$ cat src/design/bhs_pkg.sv
package bhs_pkg;

    localparam int MAX_WIDTH   = 256;
    localparam int MAX_HEIGHT  = 256;
    localparam int COL_W       = $clog2(MAX_WIDTH);
    localparam int ROW_W       = $clog2(MAX_HEIGHT);
    localparam int DIM_W       = 9;
    localparam int SAMPLE_W    = 16;
    localparam int FRAC_W      = 16;
    localparam int UNIT_W      = FRAC_W + 1;
    localparam int BANK_AW     = (COL_W - 1) + (ROW_W - 1);
    localparam int BANK_DEPTH  = 2 ** BANK_AW;
    localparam int CFG_IDX_W   = 2;

    typedef enum logic [1:0] {
        FN_WRITE = 2'd0,
        FN_POINT = 2'd1,
        FN_BILIN = 2'd2,
        FN_NONE  = 2'd3
    } func_t;

    typedef enum logic [CFG_IDX_W-1:0] {
        CFG_WIDTH  = 2'd0,
        CFG_HEIGHT = 2'd1,
        CFG_RSVD2  = 2'd2,
        CFG_RSVD3  = 2'd3
    } cfg_idx_t;

    // address stage to bank stage
    typedef struct packed {
        logic                rd;
        logic                zero;
        logic                wr;
        logic [COL_W-1:0]    wr_col;
        logic [ROW_W-1:0]    wr_row;
        logic [SAMPLE_W-1:0] wr_data;
        logic [COL_W-1:0]    x0;
        logic [ROW_W-1:0]    y0;
        logic [FRAC_W-1:0]   tx;
        logic [FRAC_W-1:0]   ty;
        logic [COL_W-1:0]    wm1;
        logic [ROW_W-1:0]    hm1;
    } addr_t;

    // bank stage to blend stage
    typedef struct packed {
        logic              rd;
        logic              zero;
        logic              x0p;
        logic              x1p;
        logic              y0p;
        logic              y1p;
        logic [FRAC_W-1:0] tx;
        logic [FRAC_W-1:0] ty;
    } fetch_t;

endpackage

$ cat src/design/bhs_blend.sv
module bhs_blend (
    input  logic                         clk,
    input  logic                         rst_n,
    input  bhs_pkg::fetch_t              fetch,
    input  logic [bhs_pkg::SAMPLE_W-1:0] q [4],
    output logic [bhs_pkg::SAMPLE_W-1:0] height,
    output logic                         strobe
);
    import bhs_pkg::*;

    logic [SAMPLE_W-1:0] h00, h10, h01, h11;
    logic signed [SAMPLE_W+FRAC_W+1:0] r0_next, r1_next;
    logic [31:0]         r0_reg, r1_reg, r0d_reg;
    logic [FRAC_W-1:0]   ty_c_reg;
    logic                c_vld_reg, c_zero_reg;
    logic signed [32:0]  diff;
    logic [31:0]         lo_next, lo_reg;
    logic signed [34:0]  hi_next, hi_reg;
    logic                d_vld_reg, d_zero_reg;
    logic signed [49:0]  sum;
    logic [SAMPLE_W-1:0] height_reg, height_next;
    logic                strobe_reg;

    always_comb
    begin
        h00 = q[{fetch.y0p, fetch.x0p}];
        h10 = q[{fetch.y0p, fetch.x1p}];
        h01 = q[{fetch.y1p, fetch.x0p}];
        h11 = q[{fetch.y1p, fetch.x1p}];
        r0_next = $signed({2'b0, h00, {FRAC_W{1'b0}}})
                  + ($signed({1'b0, h10}) - $signed({1'b0, h00}))
                    * $signed({1'b0, fetch.tx});
        r1_next = $signed({2'b0, h01, {FRAC_W{1'b0}}})
                  + ($signed({1'b0, h11}) - $signed({1'b0, h01}))
                    * $signed({1'b0, fetch.tx});
    end

    always_ff @(posedge clk)
    begin
        r0_reg     <= r0_next[31:0];
        r1_reg     <= r1_next[31:0];
        ty_c_reg   <= fetch.ty;
        c_zero_reg <= fetch.zero;
    end

    // column blend, difference split in two narrow products
    always_comb
    begin
        diff    = $signed({1'b0, r1_reg}) - $signed({1'b0, r0_reg});
        lo_next = diff[15:0] * ty_c_reg;
        hi_next = 35'($signed(diff[32:16]) * $signed({1'b0, ty_c_reg}));
    end

    always_ff @(posedge clk)
    begin
        r0d_reg    <= r0_reg;
        lo_reg     <= lo_next;
        hi_reg     <= hi_next;
        d_zero_reg <= c_zero_reg;
    end

    always_comb
    begin
        sum = $signed({2'b0, r0d_reg, 16'd0}) + (50'(hi_reg) <<< 16)
              + $signed({18'd0, lo_reg}) + $signed(50'd1 << 31);
        height_next = d_zero_reg ? '0 : sum[47:32];
    end

    always_ff @(posedge clk)
    begin
        height_reg <= height_next;
    end

    always_ff @(posedge clk or negedge rst_n)
    begin
        if (!rst_n)
        begin
            c_vld_reg  <= 1'b0;
            d_vld_reg  <= 1'b0;
            strobe_reg <= 1'b0;
        end
        else
        begin
            c_vld_reg  <= fetch.rd;
            d_vld_reg  <= c_vld_reg;
            strobe_reg <= d_vld_reg;
        end
    end

    assign height = height_reg;
    assign strobe = strobe_reg;

endmodule

$ cat config.mk
export PLATFORM = sky130hd
export DESIGN_NAME = bhs_blend
export DESIGN_NICKNAME = d
export VERILOG_FILES = /design/src/design/bhs_pkg.sv /design/src/design/bhs_blend.sv
export SDC_FILE = /design/constraint.sdc
export NUM_CORES = 2
export LEC_CHECK = 0
export ABC_CLOCK_PERIOD_IN_PS = 8600
export BUFFER_PORTS_ARGS = -buffer_cell sky130_fd_sc_hd__buf_2
export CAP_MARGIN = 20
export CORE_UTILIZATION = 40
export CTS_CLUSTER_DIAMETER = 100
export DETAILED_ROUTE_END_ITERATION = 10
export SLEW_MARGIN = 20
export SYNTH_ARGS = -nofsm -noshare
export SYNTH_HDL_FRONTEND = slang
export SYNTH_SLANG_ARGS = --single-unit
$ cat constraint.sdc
create_clock -name clk -period 8.6 [get_ports clk]
set_input_delay 0.43 -clock clk [delete_from_list [all_inputs] [get_ports clk]]
set_output_delay 0.43 -clock clk [all_outputs]
set_load 0.1 [all_outputs]
==> impl_metrics.env <==
export IMPL_fin_setup_tns_ns=0
export IMPL_clock_root_buffer="sky130_fd_sc_hd__clkbuf_16"
export IMPL_reg2reg_to="hi_reg[31]$_DFF_P_"
export IMPL_postSynth_asyncResetShare=0.0166
export IMPL_rr_startpoint="r1_reg[0]$_DFF_P_"
export IMPL_setup_worst_path_end_class="flop"
export IMPL_cap_violations=0
export IMPL_start_util=0.405
export IMPL_post_synth_instance_area_mm2=0.0511
export IMPL_grt_met2_usage=0.376
export IMPL_crit_path_frequent_cell="sky130_fd_sc_hd__fa_1"
export IMPL_synth_top_flop_cell="sky130_fd_sc_hd__dfxtp_1"
export IMPL_grt_most_used_layer="met2"
export IMPL_timing_worst_setup_path_type="reg -> reg"
export IMPL_critical_path_max_stage_delay_ns=0.61
export IMPL_syn_mean_instance_area_um2=9.08
export IMPL_area_delta_synth_final_pct=12.9
export IMPL_maximum_number_of_pins_on_one_net_before_global_route_repair=35
export IMPL_netlist_top_cells_count="1523 x sky130_fd_sc_hd__inv_1, 1058 x sky130_fd_sc_hd__fa_1, 557 x sky130_fd_sc_hd__nand2_1, 514 x sky130_fd_sc_hd__ha_1, 447 x sky130_fd_sc_hd__and2_1"
export IMPL_first_global_vias=40600
export IMPL_grt_pass1_wl_um=218000
export IMPL_wire_length_after_detailed_routing_um=132000
export IMPL_design_final_nets=7686
export IMPL_design_die_area_mm2=0.129
export IMPL_arrival_ns=8.80
export IMPL_worst_skew_pair_late_latency_ns=0.50
export IMPL_yosys_warning_count=0
export IMPL_drtAntennaViolNets=0
export IMPL_placeableCoreArea_mm2=0.126
export IMPL_hold_end="ty_c_reg[14]$_DFF_P_"
export IMPL_timing_clock_skew_ns=0.0185
export IMPL_cts_inserted_buffers=17
export IMPL_report_final_setup_viol=0
export IMPL_timing_fmax_ghz=0.119
export IMPL_h_tree_depth=4
export IMPL_hold_path_cell_count=1
export IMPL_clk_transition_reported_paths_ns=0.08
export IMPL_hpwlAfterDp_um=111000
export IMPL_drc=0
export IMPL_grt_antenna_before_repair=4
export IMPL_globalRouteMet1Util=0.280
export IMPL_route_detailed_wl_per_inst_um=17.2
export IMPL_clkSinkCount=181
export IMPL_postSynthNetCount=7297
export IMPL_cts_tree="built"
export IMPL_synth_edff_count=0
export IMPL_globalRouteMet3Util=0.0222
export IMPL_layout_worst_path_cycle_share=0.980
export IMPL_synth_top_cells_by_area="sky130_fd_sc_hd__fa_1 41%, sky130_fd_sc_hd__ha_1 13%, sky130_fd_sc_hd__inv_1 11%, sky130_fd_sc_hd__dfxtp_1 7.0%, sky130_fd_sc_hd__and2_1 5.5%"
export IMPL_drt_initial_drc_count=1830
export IMPL_place_gp_congestion=0.917
export IMPL_n_fill_cell=12200
export IMPL_worst_hold_startpoint="fetch[14]"
export IMPL_synth_top_cell_area_share=0.415
export IMPL_timing_final_crit_period_ns=8.43
export IMPL_final_hold_violation_count=0
export IMPL_cell_with_the_largest_stage_delay_on_the_worst_path="sky130_fd_sc_hd__fa_1"
export IMPL_reg2regPathDepth=32
export IMPL_global_route_usage_sum=0.213
export IMPL_worst_endpoint_required_ns=8.98
export IMPL_numPortBuffers=120
export IMPL_placementRows=130
export IMPL_slew_viol_final=0
export IMPL_critical_path_max_fanout=7
export IMPL_ff2ff_setup_slack_ns=0.17
export IMPL_rsz0062_at_grt="yes"
export IMPL_hold_class="in -> reg"
export IMPL_dieWidth_um=359
export IMPL_sequential_cell_area_fraction_in_the_yosys_report=0.0713
export IMPL_average_vias_per_placed_instance=4.85
export IMPL_ys_ff_latch=181
export IMPL_relSlewSlack=0.180
export IMPL_die_y_um=359
export IMPL_synth_top_area_cell="sky130_fd_sc_hd__fa_1"
export IMPL_status="finished, final reports clean"
export IMPL_post_synth_num_cell_types=91
export IMPL_dr_pass1_iters=5
export IMPL_synth_most_common_cell="sky130_fd_sc_hd__inv_1"
export IMPL_top_level_ports=121
export IMPL_num_vias=37200
export IMPL_gr_total_overflow=0
export IMPL_ctsLongestPathBuffers=2
export IMPL_crit_path_start_kind="flop"
export IMPL_worst_slew_pin_transition_ns=1.22
export IMPL_instance_count_of_the_mapped_netlist=5621
export IMPL_post_route_cells_drive_above_1_share=0.129
[stage by stage]
stage | hold slack [ns] | setup slack, ns | cell area [um^2] | util | std cells
after global routing | 0.0160 | -0.134 | 57600 | 0.457 | 7673
after floorplan | 0.134 | -0.0150 | 51100 | - | 5621
after CTS | 0.0000788 | -0.00509 | 57000 | 0.452 | 7650
after global placement | 0.225 | -0.360 | 56200 | 0.446 | 7601
after detailed placement | 0.229 | -0.488 | 56200 | 0.446 | 7601
final | 0.0343 | 0.175 | 57600 | 0.457 | 7674
[worst max-delay path, delay by kind of cell (launching register included)]
family / cells / cell delay, ns
xor gates and xnor gates: 2 / 0.46
buffers and inverters: 6 / 0.62
DFF: 1 / 0.32
AOI/OAI and AO/OA: 12 / 2.38
adders and majority gates: 9 / 3.93
and+or+nand+nor: 3 / 0.59
[worst max-delay path by stage]
stage	start	to	slack, ns	cells after the start
finish	r1_reg[0]$_DFF_P_	hi_reg[31]$_DFF_P_	0.17	32
global route	r0_reg[2]$_DFF_P_	lo_reg[26]$_DFF_P_	-0.13	38
CTS	r0_reg[0]$_DFF_P_	hi_reg[31]$_DFF_P_	-0.005	33
detailed placement	fetch[33]	r0_reg[29]$_DFF_P_	-0.49	39
global placement	fetch[33]	r0_reg[29]$_DFF_P_	-0.36	34
floorplan	fetch[33]	r0_reg[29]$_DFF_P_	-0.01	36
[timing repair]
action | CTS | global route
pin swaps | 7 | 71
hold buffers | 17 | 0
endpoints found under the hold margin | 19 | 0
buffers inserted | 0 | 24
endpoints found under the setup margin | 2 | 34
resized for setup | 9 | 105
[layer usage]
layer | share of wire | up-vias
li1 | - | 17400
met1 | 0.44 | 18900
met2 | 0.50 | 771
met3 | 0.039 | 136
met4 | 0.023 | 0
met5 | 0 | -
[layout by cell type (no fill, tap or decap), drive strengths merged, types with 47 or more instances in the layout]
master,netlist,final
nor2,112,112
inv,1524,1529
dfxtp,178,178
nand2,561,561
nor2b,93,93
xnor2,159,159
a21oi,144,144
a21o,47,47
nand2b,51,51
fa,1058,1058
ha,514,514
buf,28,544
and2,447,447
o21ai,94,94
[area by class of cell]
cell class / count / area [um^2] / share of cell area
multi-input combinational: 3722 / 41400 / 0.718
inverter: 1524 / 5720 / 0.0992
timing repair buffer: 564 / 4180 / 0.0724
sequential: 181 / 3650 / 0.0633
tap: 1650 / 2060 / 0.0358
clock buffer: 18 / 429 / 0.00745
clock inverter: 14 / 189 / 0.00328
antenna: 1 / 2.50 / 0.0000434
[logic make-up after synthesis]
group,share of synthesized area
XOR/XNOR,0.0354
adder cells (fa/ha/maj),0.541
multiplexers,0.0249
AND/OR/NAND/NOR,0.142
flip-flops,0.0713
AO/OA/AOI/OAI,0.0587
buffers and inverters,0.127
Power is left out: the tool's default activity adds up to more than one toggle a clock period on the data nets, which glitch-free logic cannot reach.
