### config.mk
export PLATFORM = sky130hd
export DESIGN_NAME = bhs_addr
export DESIGN_NICKNAME = d
export VERILOG_FILES = /design/src/design/bhs_pkg.sv /design/src/design/bhs_addr.sv
export SDC_FILE = /design/constraint.sdc
export NUM_CORES = 1
export LEC_CHECK = 0
export BUFFER_PORTS_ARGS = -buffer_cell sky130_fd_sc_hd__buf_2
export CAP_MARGIN = 20
export CORE_ASPECT_RATIO = 0.7
export CORE_UTILIZATION = 54
export DETAILED_ROUTE_END_ITERATION = 6
export PLACE_DENSITY = 0.74
export REMOVE_ABC_BUFFERS = 1
export SETUP_SLACK_MARGIN = 0.05
export SLEW_MARGIN = 20
export SYNTH_ARGS = -nofsm -noshare
export SYNTH_HDL_FRONTEND = slang
export SYNTH_SLANG_ARGS = --single-unit
### constraint.sdc
create_clock -name clk -period 1.45 [get_ports clk]
set_clock_uncertainty 0.15 [all_clocks]
set_input_delay 0.29 -clock clk [delete_from_list [all_inputs] [get_ports clk]]
set_output_delay 0.29 -clock clk [all_outputs]
set_load 0.02 [all_outputs]
### src/design/bhs_pkg.sv
package bhs_pkg;

    localparam int MAX_WIDTH   = 256;
    localparam int MAX_HEIGHT  = 256;
    localparam int COL_W       = $clog2(MAX_WIDTH);
    localparam int ROW_W       = $clog2(MAX_HEIGHT);
    localparam int DIM_W       = 9;
    localparam int SAMPLE_W    = 16;
    localparam int FRAC_W      = 16;
    localparam int UNIT_W      = FRAC_W + 1;
    localparam int BANK_AW     = (COL_W - 1) + (ROW_W - 1);
    localparam int BANK_DEPTH  = 2 ** BANK_AW;
    localparam int CFG_IDX_W   = 2;

    typedef enum logic [1:0] {
        FN_WRITE = 2'd0,
        FN_POINT = 2'd1,
        FN_BILIN = 2'd2,
        FN_NONE  = 2'd3
    } func_t;

    typedef enum logic [CFG_IDX_W-1:0] {
        CFG_WIDTH  = 2'd0,
        CFG_HEIGHT = 2'd1,
        CFG_RSVD2  = 2'd2,
        CFG_RSVD3  = 2'd3
    } cfg_idx_t;

    // address stage to bank stage
    typedef struct packed {
        logic                rd;
        logic                zero;
        logic                wr;
        logic [COL_W-1:0]    wr_col;
        logic [ROW_W-1:0]    wr_row;
        logic [SAMPLE_W-1:0] wr_data;
        logic [COL_W-1:0]    x0;
        logic [ROW_W-1:0]    y0;
        logic [FRAC_W-1:0]   tx;
        logic [FRAC_W-1:0]   ty;
        logic [COL_W-1:0]    wm1;
        logic [ROW_W-1:0]    hm1;
    } addr_t;

    // bank stage to blend stage
    typedef struct packed {
        logic              rd;
        logic              zero;
        logic              x0p;
        logic              x1p;
        logic              y0p;
        logic              y1p;
        logic [FRAC_W-1:0] tx;
        logic [FRAC_W-1:0] ty;
    } fetch_t;

endpackage

### src/design/bhs_addr.sv
module bhs_addr (
    input  logic                          clk,
    input  logic                          rst_n,
    input  logic                          accept,
    input  bhs_pkg::func_t                func,
    input  logic signed [15:0]            col,
    input  logic signed [15:0]            row,
    input  logic signed [17:0]            coord_u,
    input  logic signed [17:0]            coord_v,
    input  logic [bhs_pkg::SAMPLE_W-1:0]  sample_in,
    input  logic [bhs_pkg::DIM_W-1:0]     grid_w,
    input  logic [bhs_pkg::DIM_W-1:0]     grid_h,
    output bhs_pkg::addr_t                addr
);
    import bhs_pkg::*;

    localparam logic signed [17:0] ONE_Q = 18'sd65536;

    logic                  rd_reg, rd_next;
    logic                  wr_reg, wr_next;
    logic                  zero_reg, zero_next;
    logic [COL_W-1:0]      wr_col_reg;
    logic [ROW_W-1:0]      wr_row_reg;
    logic [SAMPLE_W-1:0]   wr_data_reg;
    logic [COL_W+FRAC_W-1:0] px_reg, px_next;
    logic [ROW_W+FRAC_W-1:0] py_reg, py_next;
    logic [COL_W-1:0]      wm1_reg, wm1;
    logic [ROW_W-1:0]      hm1_reg, hm1;
    logic [UNIT_W-1:0]     cu, cv;
    logic [UNIT_W+COL_W-1:0] prod_x;
    logic [UNIT_W+ROW_W-1:0] prod_y;
    logic [COL_W-1:0]      colc;
    logic [ROW_W-1:0]      rowc;

    always_comb
    begin
        wm1 = (grid_w == '0) ? '0 : COL_W'(grid_w - 1'b1);
        hm1 = (grid_h == '0) ? '0 : ROW_W'(grid_h - 1'b1);

        if (coord_u < 0)          cu = '0;
        else if (coord_u > ONE_Q) cu = UNIT_W'(ONE_Q);
        else                      cu = coord_u[UNIT_W-1:0];
        if (coord_v < 0)          cv = '0;
        else if (coord_v > ONE_Q) cv = UNIT_W'(ONE_Q);
        else                      cv = coord_v[UNIT_W-1:0];

        prod_x = cu * wm1;
        prod_y = cv * hm1;

        if (col < 0)                              colc = '0;
        else if (col > $signed({8'd0, wm1}))      colc = wm1;
        else                                      colc = col[COL_W-1:0];
        if (row < 0)                              rowc = '0;
        else if (row > $signed({8'd0, hm1}))      rowc = hm1;
        else                                      rowc = row[ROW_W-1:0];

        if (func == FN_BILIN)
        begin
            px_next = prod_x[COL_W+FRAC_W-1:0];
            py_next = prod_y[ROW_W+FRAC_W-1:0];
        end
        else
        begin
            px_next = {colc, {FRAC_W{1'b0}}};
            py_next = {rowc, {FRAC_W{1'b0}}};
        end

        rd_next   = accept && (func == FN_POINT || func == FN_BILIN);
        zero_next = (grid_w == '0) || (grid_h == '0);
        wr_next   = accept && (func == FN_WRITE)
                    && (col[15:COL_W] == '0) && (row[15:ROW_W] == '0);
    end

    always_ff @(posedge clk or negedge rst_n)
    begin
        if (!rst_n)
        begin
            rd_reg <= 1'b0;
            wr_reg <= 1'b0;
        end
        else
        begin
            rd_reg <= rd_next;
            wr_reg <= wr_next;
        end
    end

    always_ff @(posedge clk)
    begin
        zero_reg    <= zero_next;
        px_reg      <= px_next;
        py_reg      <= py_next;
        wm1_reg     <= wm1;
        hm1_reg     <= hm1;
        wr_col_reg  <= col[COL_W-1:0];
        wr_row_reg  <= row[ROW_W-1:0];
        wr_data_reg <= sample_in;
    end

    always_comb
    begin
        addr.rd      = rd_reg;
        addr.zero    = zero_reg;
        addr.wr      = wr_reg;
        addr.wr_col  = wr_col_reg;
        addr.wr_row  = wr_row_reg;
        addr.wr_data = wr_data_reg;
        addr.x0      = px_reg[COL_W+FRAC_W-1:FRAC_W];
        addr.y0      = py_reg[ROW_W+FRAC_W-1:FRAC_W];
        addr.tx      = px_reg[FRAC_W-1:0];
        addr.ty      = py_reg[FRAC_W-1:0];
        addr.wm1     = wm1_reg;
        addr.hm1     = hm1_reg;
    end

endmodule

==> summary.md <==
| Metric | Value |
|---|---|
| Post-synthesis mux area share | 1.831% |
| Psw | 5.421 mW |
| GRT Util Overall | 38.91% |
| Cell Pwr Density | 700.4 nW/µm² |
| Critical path buffers and inverters | 12 |
| Fin crit period | 5.903 ns |
| Worst-path clk slew | 0.08 ns |
| Synth Area in Simple Gates | 17.98% |
| Yosys cell types | 62 |
| Synth warn | 0 |
| Initial DRC count | 1509 |
| DRT Wirelength | 51050 µm |
| Initial antenna violation count | 2 |
| Hold_sp | row[4] |
| Vias in the first global route | 12.81k |
| Top-count cell post-synth | nor2_1 |
| WL met2 | 23410 µm |
| Post-Place Cell Area | about 15000 µm² |
| Clock power frac | approximately 19% |
| Sw frac | 41.78% |
| CP top delay family | adder cells |
| Num rows | 44 |
| Fmax | 0.1694 GHz |
| Final slew viol count | 0 |
| Met1 Routed Length | 17630 µm |
| RSZ-0062 raised after global routing | true |
| Setup ws final | -4.453 ns |
| Synth Instances | 1305 |
| Setup Crit Path Kind | primary input to register |
| CORE AREA | 20700 µm² |
| Largest cells by area after synthesis | fa_1 31%, dfxtp_1 17%, ha_1 12%, nor2_1 7.9%, inv_1 6.4% |
| Max-slew headroom | 52.23% |
| CTS max path bufs | 2 |
| Total gr overflow | 0 |
| Failing checks | negative setup slack |
| Post-DR wirelength/cell | 23.16 µm |
| Met3 WL | ~6300 µm |
| Clock sinks | 99 |
| Deepest level of the CTS H-tree | 3 |
| Post-synthesis average cell area | approximately 8.7 µm² |
| Status | complete, but fails checks |
| Placer congestion estimate | 0.9335 |
| CP arrival | 5.97 ns |
| Post-route cell area | 18530 µm² |
| Adder-cell share of the synthesized area | 42.84% |
| Post-synth top area cell | fa_1 |
| Final worst path period share | 407.1% |
| Largest family of logic cells by synthesized area | adder cells |
| Detail Route Antenna Nets | 0 |
| Net count, final | ~2.3k |
| Number of vias per cell | 6.102 |
| Startpoint types | primary input |
| CP dominant cell by count | fa_1 |
| Dpl cells | 2054 |
| Leakage | slightly above 9 nW |
| Least-Margin Pin Slew | 0.7140 ns |
| Endpoints failing hold | 0 |
| CP required | 1.52 ns |
| Starting density of the core | 55.14% |
| Min-Delay Endpoint | wr_row_reg[4] |
| Die height | 123.6 µm |
| Drt first pass iters | 6 |
| Dominant synthesized flop cell | dfxtp_1 |
| Synth cell count leaders | 239 x nor2_1, 196 x inv_1, 178 x fa_1, 106 x ha_1, 97 x dfxtp_1 |
| Compound-cell area share of the yosys netlist | 8.375% |
| DP HPWL | 28570 µm |
| Share of cells above drive strength 1 | 48.21% |
| Post-synth ARST share | 2.020% |
| FF+latch count, synth | 99 |
| Crit path max-delay cell type | nor2_1 |
| Peak VDD IR | 0.8358 mV |
| EDFF count, synth | 0 |
| First-pass GRT wire length | 64380 µm |
| Count of final setup violators | 63 |
| Post-Layout Cell Count | 2204 |
| CTS tree | built |
| Max-Cap Viols | 0 |
| Mapped Area | 11410 µm² |
| Max Fanout on Critical Path | 6 |
| Worst Hold Class | primary input to register |
| CTS buffer count | 9 |
| Highest routing layer actually used | met5 |
| Largest stage delay, worst path | about 0.55 ns |
| Seq/Total Area, Yosys | roughly 17% |
| Clk root buf | clkbuf_16 |
| Internal power | ~7.6 mW |
| Die area | 21730 µm² |
| Worst hold stages | 2 |
| Die X | about 180 µm |
| Post-synth top area share | 31.22% |
| Largest net degree at the start of global routing | 38 |
| I/O Buffers | 205 |
| Synth Area in XOR/XNOR | under 10% |
| CP endpoint kind | register |
| Vias after detailed routing | about 13k |
| I/O pins | 206 |
| Final Hold Slack | roughly 0.0027 ns |
| DRC | 0 |
| Comb pwr share | roughly 57% |
| Area delta synth->final | 62.31% |
| Sequential power share | 23.3% |
## layout make-up
cell class,instances,area [µm²]
Inverter,206,828.3
Fill cell,881,2175
Clock buffer,9,225.2
Sequential cell,99,1993
Timing Repair Buffer,648,4930
Multi-Input combinational cell,958,10130
Clock inverter,7,66.31
Tap cell,276,345.3
Antenna cell,1,2.502
## power by group through the flow
stage          logic (mW)  clock network (mW)  registers, mW
6_report             7.44                2.52           3.02
5_1_grt              7.81                2.62           3.03
4_1_cts              6.15                2.48           3.00
3_5_place_dp         5.05                   0           3.06
3_3_place_gp         4.90                   0           3.06
2_1_floorplan        2.45                   0           3.34
## metrics by stage
stage / utilization [%] / power [mW] / setup WS [ns] / TNS (ns)
6_report: 89.49 / 12.98 / -4.453 / -171.26
5_1_grt: 89.48 / 13.47 / -4.470 / -175.39
4_1_cts: 84.21 / 11.64 / -4.035 / -152.51
3_5_place_dp: 72.48 / 8.114 / -4.684 / -187.48
3_3_place_gp: 72.48 / 7.963 / -4.551 / -182.81
2_1_floorplan: - / 5.794 / -5.516 / -211.03
## placed cells by master (no fill, tap or decap), types with 10 or more instances in the layout
| master | count |
|---|---|
| clkbuf_16 | 10 |
| nor2_4 | 19 |
| ha_1 | 61 |
| o21ai_0 | 12 |
| nand2_1 | 55 |
| xnor2_1 | 13 |
| inv_1 | 167 |
| mux2i_1 | 16 |
| buf_6 | 74 |
| a21oi_1 | 16 |
| dlygate4sd3_1 | 29 |
| nor2_1 | 179 |
| fa_1 | 169 |
| nor3_1 | 14 |
| xor2_1 | 16 |
| dfxtp_1 | 96 |
| nand2_2 | 10 |
| nand3_1 | 44 |
| nor2_2 | 42 |
| buf_4 | 330 |
| buf_2 | 196 |
| a21oi_4 | 10 |
| o22ai_1 | 13 |
| a21oi_2 | 17 |
| inv_2 | 25 |
| ha_4 | 45 |
## timing repair
action	in CTS	in global routing
endpoints found under the hold margin	31	0
setup buffers	75	39
pin swaps	100	89
endpoints found under the setup margin	66	66
gates resized for setup	277	192
cloned	1	1
hold buffers	29	0
## kinds of logic after synthesis
group / count (synthesis)
multiplexers: 20
flip-flops: 99
XOR/XNOR: 40
buffers and inverters: 248
AND/OR/NAND/NOR: 463
AO/OA/AOI/OAI: 151
adder cells (fa/ha/maj): 284
## metal layers
layer  GRT usage, %  up-vias
li1               -     5431
met1          47.74     6370
met2          64.08     1233
met3          10.62      410
met4          18.86        4
met5              0        -
## worst max-delay path by stage
stage,endpoint,slack [ns],cells after the start,from
after floorplan,py_reg[22],-5.52,18,coord_v[3]
after global placement,py_reg[22],-4.55,23,grid_h[0]
after detailed placement,py_reg[22],-4.68,23,grid_h[0]
after CTS,py_reg[22],-4.04,23,grid_h[1]
after global routing,py_reg[22],-4.47,23,coord_v[3]
final,py_reg[12],-4.45,28,grid_h[1]
(Power assumes the default switching activity.)
